**config.mk**
```make
export PLATFORM = sky130hd
export DESIGN_NAME = pcm_sample_format_encoder
export DESIGN_NICKNAME = d
export VERILOG_FILES = /design/src/sv/psfe_pkg.sv /design/src/sv/psfe_apb_regs.sv /design/src/sv/psfe_encoder.sv /design/src/sv/pcm_sample_format_encoder.sv
export SDC_FILE = /design/constraint.sdc
export NUM_CORES = 1
export LEC_CHECK = 0
export BUFFER_PORTS_ARGS = -buffer_cell sky130_fd_sc_hd__buf_2
export CAP_MARGIN = 40
export CORE_UTILIZATION = 40
export CTS_CLUSTER_DIAMETER = 50
export DETAILED_ROUTE_END_ITERATION = 8
export SLEW_MARGIN = 10
export SYNTH_ARGS = -nofsm -noshare
export SYNTH_HDL_FRONTEND = slang
export SYNTH_HIERARCHICAL = 1
export SYNTH_SLANG_ARGS = --single-unit
```
**constraint.sdc**
```tcl
create_clock -name clk -period 12.6 [get_ports clk]
set_input_delay 2.52 -clock clk [delete_from_list [all_inputs] [get_ports clk]]
set_output_delay 2.52 -clock clk [all_outputs]
set_load 0.05 [all_outputs]
```
**src/sv/psfe_pkg.sv**
```systemverilog
// ============================================================================
// psfe_pkg
// Shared constants and types of the PCM sample format encoder: format codes,
// G.711 segment limits and the result word that passes between modules.
// ============================================================================
`default_nettype none

package psfe_pkg;

    localparam int SAMPLE_W = 16;
    localparam int BYTE_W   = 8;
    localparam int FMT_W    = 4;
    localparam int PADDR_W  = 3;
    localparam int PDATA_W  = 32;

    // Output format codes.
    localparam logic [FMT_W-1:0] FMT_MULAW = 4'd0;
    localparam logic [FMT_W-1:0] FMT_ALAW  = 4'd1;
    localparam logic [FMT_W-1:0] FMT_ADPCM = 4'd2;
    localparam logic [FMT_W-1:0] FMT_U8    = 4'd3;
    localparam logic [FMT_W-1:0] FMT_S16LE = 4'd4;
    localparam logic [FMT_W-1:0] FMT_S16BE = 4'd5;
    localparam logic [FMT_W-1:0] FMT_U16LE = 4'd6;
    localparam logic [FMT_W-1:0] FMT_U16BE = 4'd7;

    // Register index of the format register.
    localparam logic REG_OUTPUT_FORMAT = 1'b0;

    // Segment upper limits for mu-law (14-bit magnitude) and A-law (12-bit).
    localparam logic [13:0] MU_SEG_END [0:7] = '{
        14'h003F, 14'h007F, 14'h00FF, 14'h01FF,
        14'h03FF, 14'h07FF, 14'h0FFF, 14'h1FFF
    };
    localparam logic [11:0] A_SEG_END [0:7] = '{
        12'h01F, 12'h03F, 12'h07F, 12'h0FF,
        12'h1FF, 12'h3FF, 12'h7FF, 12'hFFF
    };

    localparam logic [13:0] MU_CLIP = 14'd8159;
    localparam logic [13:0] MU_BIAS = 14'd33;

    typedef struct packed {
        logic [BYTE_W-1:0] first_byte;
        logic [BYTE_W-1:0] second_byte;
        logic [1:0]        byte_count;
        logic              unsupported;
    } enc_res_t;

endpackage

`default_nettype wire

```
**src/sv/psfe_apb_regs.sv**
```systemverilog
// ============================================================================
// psfe_apb_regs
// APB register block holding the output format register.
// ============================================================================
`default_nettype none

module psfe_apb_regs
    import psfe_pkg::*;
(
    input  wire logic               clk,
    input  wire logic               rst_n,
    input  wire logic               psel,
    input  wire logic               penable,
    input  wire logic               pwrite,
    input  wire logic [PADDR_W-1:0] paddr,
    input  wire logic [PDATA_W-1:0] pwdata,
    output logic      [PDATA_W-1:0] prdata,
    output logic                    pready,
    output logic      [FMT_W-1:0]   fmt
);

    logic [FMT_W-1:0] fmt_reg;
    logic [FMT_W-1:0] fmt_next;
    logic             reg_sel;
    logic             wr_en;

    // Registers sit on 4-byte boundaries; bit 2 selects the register index.
    assign reg_sel = (paddr[2] == REG_OUTPUT_FORMAT);
    assign wr_en   = psel && penable && pwrite && reg_sel;
    assign pready  = 1'b1;

    always_comb
    begin
        fmt_next = fmt_reg;
        if (wr_en)
        begin
            fmt_next = pwdata[FMT_W-1:0];
        end
    end

    always_ff @(posedge clk or negedge rst_n)
    begin
        if (!rst_n)
        begin
            fmt_reg <= FMT_S16LE;
        end
        else
        begin
            fmt_reg <= fmt_next;
        end
    end

    assign prdata = reg_sel ? {{(PDATA_W-FMT_W){1'b0}}, fmt_reg} : '0;
    assign fmt    = fmt_reg;

endmodule

`default_nettype wire

```
**src/sv/psfe_encoder.sv**
```systemverilog
// ============================================================================
// psfe_encoder
// Combinational encoder: turns one 16-bit sample into the byte layout of the
// selected format (G.711 mu-law/A-law, u8, 16-bit orders, ADPCM as zero byte).
// ============================================================================
`default_nettype none

module psfe_encoder
    import psfe_pkg::*;
(
    input  wire logic signed [SAMPLE_W-1:0] sample,
    input  wire logic        [FMT_W-1:0]    fmt,
    output enc_res_t                        res
);

    function automatic logic [3:0] mu_segment(input logic [13:0] val);
        logic [3:0] seg;
        seg = 4'd8;
        for (int i = 7; i >= 0; i--)
        begin
            if (val <= MU_SEG_END[i])
            begin
                seg = 4'(i);
            end
        end
        return seg;
    endfunction

    function automatic logic [3:0] a_segment(input logic [11:0] val);
        logic [3:0] seg;
        seg = 4'd8;
        for (int i = 7; i >= 0; i--)
        begin
            if (val <= A_SEG_END[i])
            begin
                seg = 4'(i);
            end
        end
        return seg;
    endfunction

    function automatic logic [7:0] encode_mulaw(input logic signed [15:0] s);
        logic signed [13:0] v;
        logic [13:0]        mag;
        logic [7:0]         mask;
        logic [3:0]         seg;
        logic [13:0]        shifted;
        logic [7:0]         code;
        v = s[15:2];
        if (v[13])
        begin
            mag  = 14'(-v);
            mask = 8'h7F;
        end
        else
        begin
            mag  = v;
            mask = 8'hFF;
        end
        if (mag > MU_CLIP)
        begin
            mag = MU_CLIP;
        end
        mag = mag + MU_BIAS;
        seg = mu_segment(mag);
        shifted = mag >> (seg + 4'd1);
        if (seg[3])
        begin
            code = 8'h7F ^ mask;
        end
        else
        begin
            code = {1'b0, seg[2:0], shifted[3:0]} ^ mask;
        end
        return code;
    endfunction

    function automatic logic [7:0] encode_alaw(input logic signed [15:0] s);
        logic signed [12:0] v;
        logic [11:0]        mag;
        logic [7:0]         mask;
        logic [3:0]         seg;
        logic [11:0]        shifted;
        logic [7:0]         code;
        v = s[15:3];
        if (!v[12])
        begin
            mag  = v[11:0];
            mask = 8'hD5;
        end
        else
        begin
            // -v - 1 is the bitwise complement.
            mag  = ~v[11:0];
            mask = 8'h55;
        end
        seg = a_segment(mag);
        if (seg < 4'd2)
        begin
            shifted = mag >> 1;
        end
        else
        begin
            shifted = mag >> seg;
        end
        if (seg[3])
        begin
            code = 8'h7F ^ mask;
        end
        else
        begin
            code = {1'b0, seg[2:0], shifted[3:0]} ^ mask;
        end
        return code;
    endfunction

    logic [7:0] lo;
    logic [7:0] hi;
    logic [7:0] u8_q;
    logic [7:0] mu_byte;
    logic [7:0] a_byte;

    assign lo = sample[7:0];
    assign hi = sample[15:8];

    // Division by 256 toward zero: round the floored value up for negative
    // samples with a nonzero remainder. Adding 128 flips the top bit.
    assign u8_q = hi + {7'd0, (sample[15] && (lo != 8'd0))};

    assign mu_byte = encode_mulaw(sample);
    assign a_byte  = encode_alaw(sample);

    always_comb
    begin
        res = '0;
        unique case (fmt)
            FMT_MULAW:
            begin
                res.first_byte = mu_byte;
                res.byte_count = 2'd1;
            end
            FMT_ALAW:
            begin
                res.first_byte = a_byte;
                res.byte_count = 2'd1;
            end
            FMT_ADPCM:
            begin
                res.byte_count = 2'd1;
            end
            FMT_U8:
            begin
                res.first_byte = u8_q ^ 8'h80;
                res.byte_count = 2'd1;
            end
            FMT_S16LE:
            begin
                res.first_byte  = lo;
                res.second_byte = hi;
                res.byte_count  = 2'd2;
            end
            FMT_S16BE:
            begin
                res.first_byte  = hi;
                res.second_byte = lo;
                res.byte_count  = 2'd2;
            end
            FMT_U16LE:
            begin
                res.first_byte  = lo;
                res.second_byte = hi ^ 8'h80;
                res.byte_count  = 2'd2;
            end
            FMT_U16BE:
            begin
                res.first_byte  = hi ^ 8'h80;
                res.second_byte = lo;
                res.byte_count  = 2'd2;
            end
            default:
            begin
                res.unsupported = 1'b1;
            end
        endcase
    end

endmodule

`default_nettype wire

```
**src/sv/pcm_sample_format_encoder.sv**
```systemverilog
// ============================================================================
// pcm_sample_format_encoder
// Encodes one signed 16-bit PCM sample per word into the configured output
// format: input register, combinational encoder, result register.
// ============================================================================
//
//  Channel   Handshake             Payload
//  -------   --------------------  ---------------------------------------------
//  input     in_valid / in_ready   sample
//  output    out_valid / out_ready first_byte, second_byte, byte_count, unsupported
//  config    APB (psel, penable)   paddr, pwdata, prdata
//
//  One word is accepted per clock while in_ready is high; each word passes
//  through the input register, then the result register.
//  A single combinational encoder sits between the two registers.
//  A stall on out_ready holds the result register and backs up the input
//  register; in_ready drops only when both are full and the output is stalled.
//  rst_n clears both valid flags and sets the format to s16le.
//
`default_nettype none

module pcm_sample_format_encoder
    import psfe_pkg::*;
(
    input  wire logic                       clk,
    input  wire logic                       rst_n,
    input  wire logic                       psel,
    input  wire logic                       penable,
    input  wire logic                       pwrite,
    input  wire logic        [PADDR_W-1:0]  paddr,
    input  wire logic        [PDATA_W-1:0]  pwdata,
    output logic             [PDATA_W-1:0]  prdata,
    output logic                            pready,
    input  wire logic                       in_valid,
    output logic                            in_ready,
    input  wire logic signed [SAMPLE_W-1:0] sample,
    output logic                            out_valid,
    input  wire logic                       out_ready,
    output logic             [BYTE_W-1:0]   first_byte,
    output logic             [BYTE_W-1:0]   second_byte,
    output logic             [1:0]          byte_count,
    output logic                            unsupported
);

    logic [FMT_W-1:0] fmt;

    logic                       s1_valid_reg;
    logic                       s1_valid_next;
    logic signed [SAMPLE_W-1:0] sample_reg;
    logic signed [SAMPLE_W-1:0] sample_next;
    logic                       out_valid_reg;
    logic                       out_valid_next;
    enc_res_t                   res_reg;
    enc_res_t                   res_next;
    enc_res_t                   enc_res;

    logic out_load;
    logic in_load;

    psfe_apb_regs u_regs (
        .clk     (clk),
        .rst_n   (rst_n),
        .psel    (psel),
        .penable (penable),
        .pwrite  (pwrite),
        .paddr   (paddr),
        .pwdata  (pwdata),
        .prdata  (prdata),
        .pready  (pready),
        .fmt     (fmt)
    );

    psfe_encoder u_enc (
        .sample (sample_reg),
        .fmt    (fmt),
        .res    (enc_res)
    );

    // The result register can load when it is empty or being drained.
    assign out_load = !out_valid_reg || out_ready;
    assign in_ready = !s1_valid_reg || out_load;
    assign in_load  = in_valid && in_ready;

    always_comb
    begin
        s1_valid_next  = s1_valid_reg;
        sample_next    = sample_reg;
        out_valid_next = out_valid_reg;
        res_next       = res_reg;
        if (out_load)
        begin
            out_valid_next = s1_valid_reg;
            res_next       = enc_res;
        end
        if (in_ready)
        begin
            s1_valid_next = in_valid;
        end
        if (in_load)
        begin
            sample_next = sample;
        end
    end

    always_ff @(posedge clk or negedge rst_n)
    begin
        if (!rst_n)
        begin
            s1_valid_reg  <= 1'b0;
            out_valid_reg <= 1'b0;
        end
        else
        begin
            s1_valid_reg  <= s1_valid_next;
            out_valid_reg <= out_valid_next;
        end
    end

    always_ff @(posedge clk)
    begin
        sample_reg <= sample_next;
        res_reg    <= res_next;
    end

    assign out_valid   = out_valid_reg;
    assign first_byte  = res_reg.first_byte;
    assign second_byte = res_reg.second_byte;
    assign byte_count  = res_reg.byte_count;
    assign unsupported = res_reg.unsupported;

    a_unsup_no_bytes: assert property (@(posedge clk) disable iff (!rst_n)
        out_valid_reg && res_reg.unsupported |->
            res_reg.byte_count == 2'd0 && res_reg.first_byte == 8'd0)
        else $error("unsupported result carries bytes");

    a_count_range: assert property (@(posedge clk) disable iff (!rst_n)
        out_valid_reg |-> res_reg.byte_count != 2'd3)
        else $error("byte count out of range");

    a_one_byte_second_zero: assert property (@(posedge clk) disable iff (!rst_n)
        out_valid_reg && res_reg.byte_count != 2'd2 |-> res_reg.second_byte == 8'd0)
        else $error("second byte set for a one-byte format");

    a_accept_fills_s1: assert property (@(posedge clk) disable iff (!rst_n)
        in_load |=> s1_valid_reg && sample_reg == $past(sample))
        else $error("accepted word not captured");

    a_s1_holds: assert property (@(posedge clk) disable iff (!rst_n)
        s1_valid_reg && !out_load |=> s1_valid_reg && $stable(sample_reg))
        else $error("stalled input register changed");

endmodule

`default_nettype wire
```
# After elaboration in Yosys (flattened, before gate mapping)
# Cells that the tools add are included.
# classes
add_sub_neg	4
order_cmp	18
eq_ne	7
n_shift	2
n_mux	29
n_bitwise	8
n_reduce_logical	16
# ops
op	n
$mux 4	18
$pmux 8 s6	1
$mux 8	4
$mux 14	2
$pmux 8 s3	1
$eq 4x3->1 const B	4
$xor 7x8->8	2
$add 14x6->14 const B	1
$gt 14x13->1 const B	1
$le 14x10->1 const B	1
$le 14x11->1 const B	1
$le 14x12->1 const B	1
$le 14x13->1 const B	1
$le 14x6->1 const B	1
$le 14x7->1 const B	1
$le 14x8->1 const B	1
$le 14x9->1 const B	1
$neg 14->14	1
$not 7->7	2
$shr 14x4->4	1
$le 12x10->1 const B	1
$le 12x11->1 const B	1
$le 12x12->1 const B	1
$le 12x5->1 const B	1
other kinds (23)	34
# totals
ff_bits	41
inputBits	58
output_inout_bits	54

# Longest topological paths before layout
# logic_depth
ltp_word	19
ltp_mapped	26
depth_no_buf	22

# Cells and area by module
# The synthesis kept the hierarchy.
# by_module_without_submodules
mod	instances	cells_per_inst	area_per_inst_um2	seq_area_each_um2
psfe_encoder	1	422	2767.7	0.0
pcm_sample_format_encoder	1	42	1148.6	1101.1
psfe_apb_regs	1	44	430.4	101.3

# Worst setup path after synthesis
# OpenSTA, ideal clock, no wires.
# synth_timing
path_kind	register to register
startpoint	reg sample_reg[2]
endpoint	reg res_reg (netlist bit first_byte[0]) (data pin)
setup_ns	0.261
arrival_ns	5.506
required_time_ns	12.339
setup_slack_ns	6.833
path_stages_with_launch	24
path_buffers	4
cell_sequence	edfxtp_1 inv_1 ha_1 or3b_1 buf_6 o21a_1 o41ai_2 o2111a_1 a31oi_1 o211ai_1 ha_1 clkbuf_1 nand3_1 and2_1 o31ai_1 o211a_1 nand4_4 o21ai_4 inv_4 ha_1 buf_1 clkbuf_1 o21ai_0 a221o_1
# synth_rtl
item	line_no	rtl
start: declaration	pcm_sample_format_encoder.sv:49	logic signed [SAMPLE_W-1:0] sample_reg;
start signal: assignment	pcm_sample_format_encoder.sv:121	sample_reg <= sample_next;
end signal: assignment	pcm_sample_format_encoder.sv:122	res_reg <= res_next;
end: declaration	pcm_sample_format_encoder.sv:53	enc_res_t res_reg;

==> results.cfg <==
[synthesis]
syn_area_per_cell_sq_um = 8.56
synth-edff-count = 35
synth_cells = 508
ys_types = 85
ys_ff_latch = 41
ys_warn_count = 6
async_flop_share = 0.146
ys_seq_area_frac = 0.277
syn-cell-area_sq_um = 4350
synthFlopType = edfxtp_1

[global_routing]
grt_max_degree = 49
grt_pass1_vias = 3691
grt_antenna_before_repair = 0
grt_overflow_total = 0
grt_pass1_wl_mm = 18.5
track_usage = 0.207

[clock_network]
clk_pin_slew_worst_paths_ns = 0.07
tritoncts = yes
clockRootBuffer = clkbuf_8
ctsHoldBuffers = 0
clkLatencyLatePin_ns = 0.29
numCtsBuffers = 5
cts_resized = 0
clock_sinks = 41
htreeDepth = 2
cts_buffer_depth = 2
post_cts.repair.setup_buffers = 0

[route]
first_pass_iters = 7
avgRoutedWirePerCell_um = 17.0
ant_nets = 0
route.detailed.drc = 0
wl_mm = 11.3
via_per_inst = 5.89
vias = 3929
dr.first_iter.drc_count = 336

[timing]
fmax_mhz = 145
fin_crit_sh = 0.547
timing.clock.skew_ns = 0.00737
slew_viol_final = 0
worstMarginPinSlew_ns = 0.814
hold_viol_final = 0
post-route-min-period_ns = 6.89
finalSetupViolations = 0
fin_setup_tns_ns = 0
rsz0062_at_grt = no
maxSlewHeadroom = 0.457

[floorplanning]
die_area_sq_um = 11300
die_y_um = 106
start_util = 0.417
die_w_um = 106
placementRows = 37
ios = 112
core-area_sq_um = 10400

[setup_path]
cp_num_buf_inv = 2
worst_r2r_endpoint = first_byte[3]
critical-path-max-stage-delay_ns = 0.63
critPathLaunch = sample_reg[2]
cp_cell_sequence = inv_1 -> ha_1 -> or3b_1 -> o21a_1 -> o41ai_2 -> o2111a_1 -> a31oi_1 -> o211ai_1 -> ha_1 -> nand3_1 -> and2_1 -> o31ai_1 -> o211a_1 -> nand4_4 -> o21ai_4 -> inv_4 -> ha_1 -> xor2_1 -> a311oi_1 -> a31oi_1 -> o31ai_1
path_delay_family = compound AO/OA/AOI/OAI gates
cp.arrival_ns = 6.92
crit_top_cell = ha_1
worst_path_max_delay_cell = o41ai_2
start_kind = register
worstSetupEndpointType = register
path_class = register to register
crit_fanout = 10
reg2reg_depth = 21
r2r_start = sample_reg[2]
worstPathRequired_ns = 12.63
rrSetupSlack_ns = 5.71

[run]
drv_cap = 0

[worst_hold_path]
min_from = s1_valid_reg
min_path_cells = 1
hp-class = register to register
hold-path-endpoint = out_valid

[power_and_ir_drop]
p_per_area_nw_per_um2 = 123
p_total_mw = 0.568
leakagePower_nw = 1.83
peakVddDrop_uv = 63.5

[final_layout]
area_growth_pct = 6.56
diodes = 0
final_cell_mix = buf_2, nand2_1, nor2_1, edfxtp_1, conb_1
fillers = 1040
final_common_cell = buf_2
final_nets = 594
largest_register_ffs = 16
drive_gt1_frac = 0.196

[placement]
io_buffers = 52
dpl.hpwl_mm = 8.48
gp_congestion = 0.913

[outcome]
status = finished, final reports clean
synthesized netlist by cell type, drive strengths merged (6+ instances only):
master | n | share of area
mux2 | 8 | 0.022
nand2b | 7 | 0.010
nor2b | 6 | 0.0086
buf | 47 | 0.071
a211oi | 9 | 0.016
o221ai | 6 | 0.014
ha | 6 | 0.017
nor3 | 14 | 0.016
nor4 | 6 | 0.010
and3 | 7 | 0.010
mux2i | 23 | 0.053
nor2 | 40 | 0.035
nand3 | 12 | 0.014
xor2 | 11 | 0.026
a21oi | 24 | 0.028
nand2 | 42 | 0.036
a31oi | 10 | 0.016
or2 | 8 | 0.012
clkbuf | 21 | 0.018
xnor2 | 19 | 0.038
inv | 11 | 0.010
o31ai | 6 | 0.010
o211ai | 10 | 0.017
edfxtp | 35 | 0.24
o21ai | 25 | 0.031
cells by family (layout without fill, tap and decap cells):
kind of cell	after synthesis	in the layout	synth area share
AOI/OAI and AO/OA	141	141	0.242
and+or+nand+nor	177	177	0.224
other	2	29	0.00173
DFF	41	41	0.277
xor gates and xnor gates	30	30	0.0639
muxes	31	31	0.0754
buffers and inverters	80	76	0.0996
adders and majority gates	6	6	0.0173
worst max-delay path by stage:
stage                    endpoint  cells after the start  slack, ns
CTS                 first_byte[3]                     21       5.81
finish              first_byte[3]                     21       5.71
detailed placement  first_byte[3]                     21       5.86
global route        first_byte[3]                     19       5.15
global placement    first_byte[3]                     21       5.88
floorplan           first_byte[0]                     23       6.83
area by class of cell:
class,instances,area (sq um),area share
tap,136,170,0.0367
clock inverter,1,7.51,0.00162
multi-input combinational,414,2810,0.607
inverter,12,47.5,0.0103
timing repair buffer,56,305,0.0659
sequential,41,1200,0.260
clock buffer,7,86.3,0.0186
report_power, final:
group / internal, mW / switching (mW)
clock network: 0.0445 / 0.0448
logic: 0.0894 / 0.192
registers: 0.173 / 0.0238
layer usage:
layer  global-route usage  wire length, um  up-vias
met2                0.325             5120      187
met4               0.0853              431        0
met1                0.278             5010     1828
met3               0.0380              794       33
li1                     -                -     1881
met5                    0                0        -
per-stage QoR:
step                cells   util  worst slack (ns)  cell area (sq um)  hold WS [ns]
finish                667  0.445              5.71               4630         0.535
global route          667  0.445              5.15               4630         0.563
CTS                   667  0.445              5.81               4630         0.540
detailed placement    659  0.436              5.86               4540         0.513
global placement      656  0.432              5.88               4500         0.509
floorplan             535      -              6.83               4450         0.493
No activity file was read; power rests on OpenSTA's default activity.
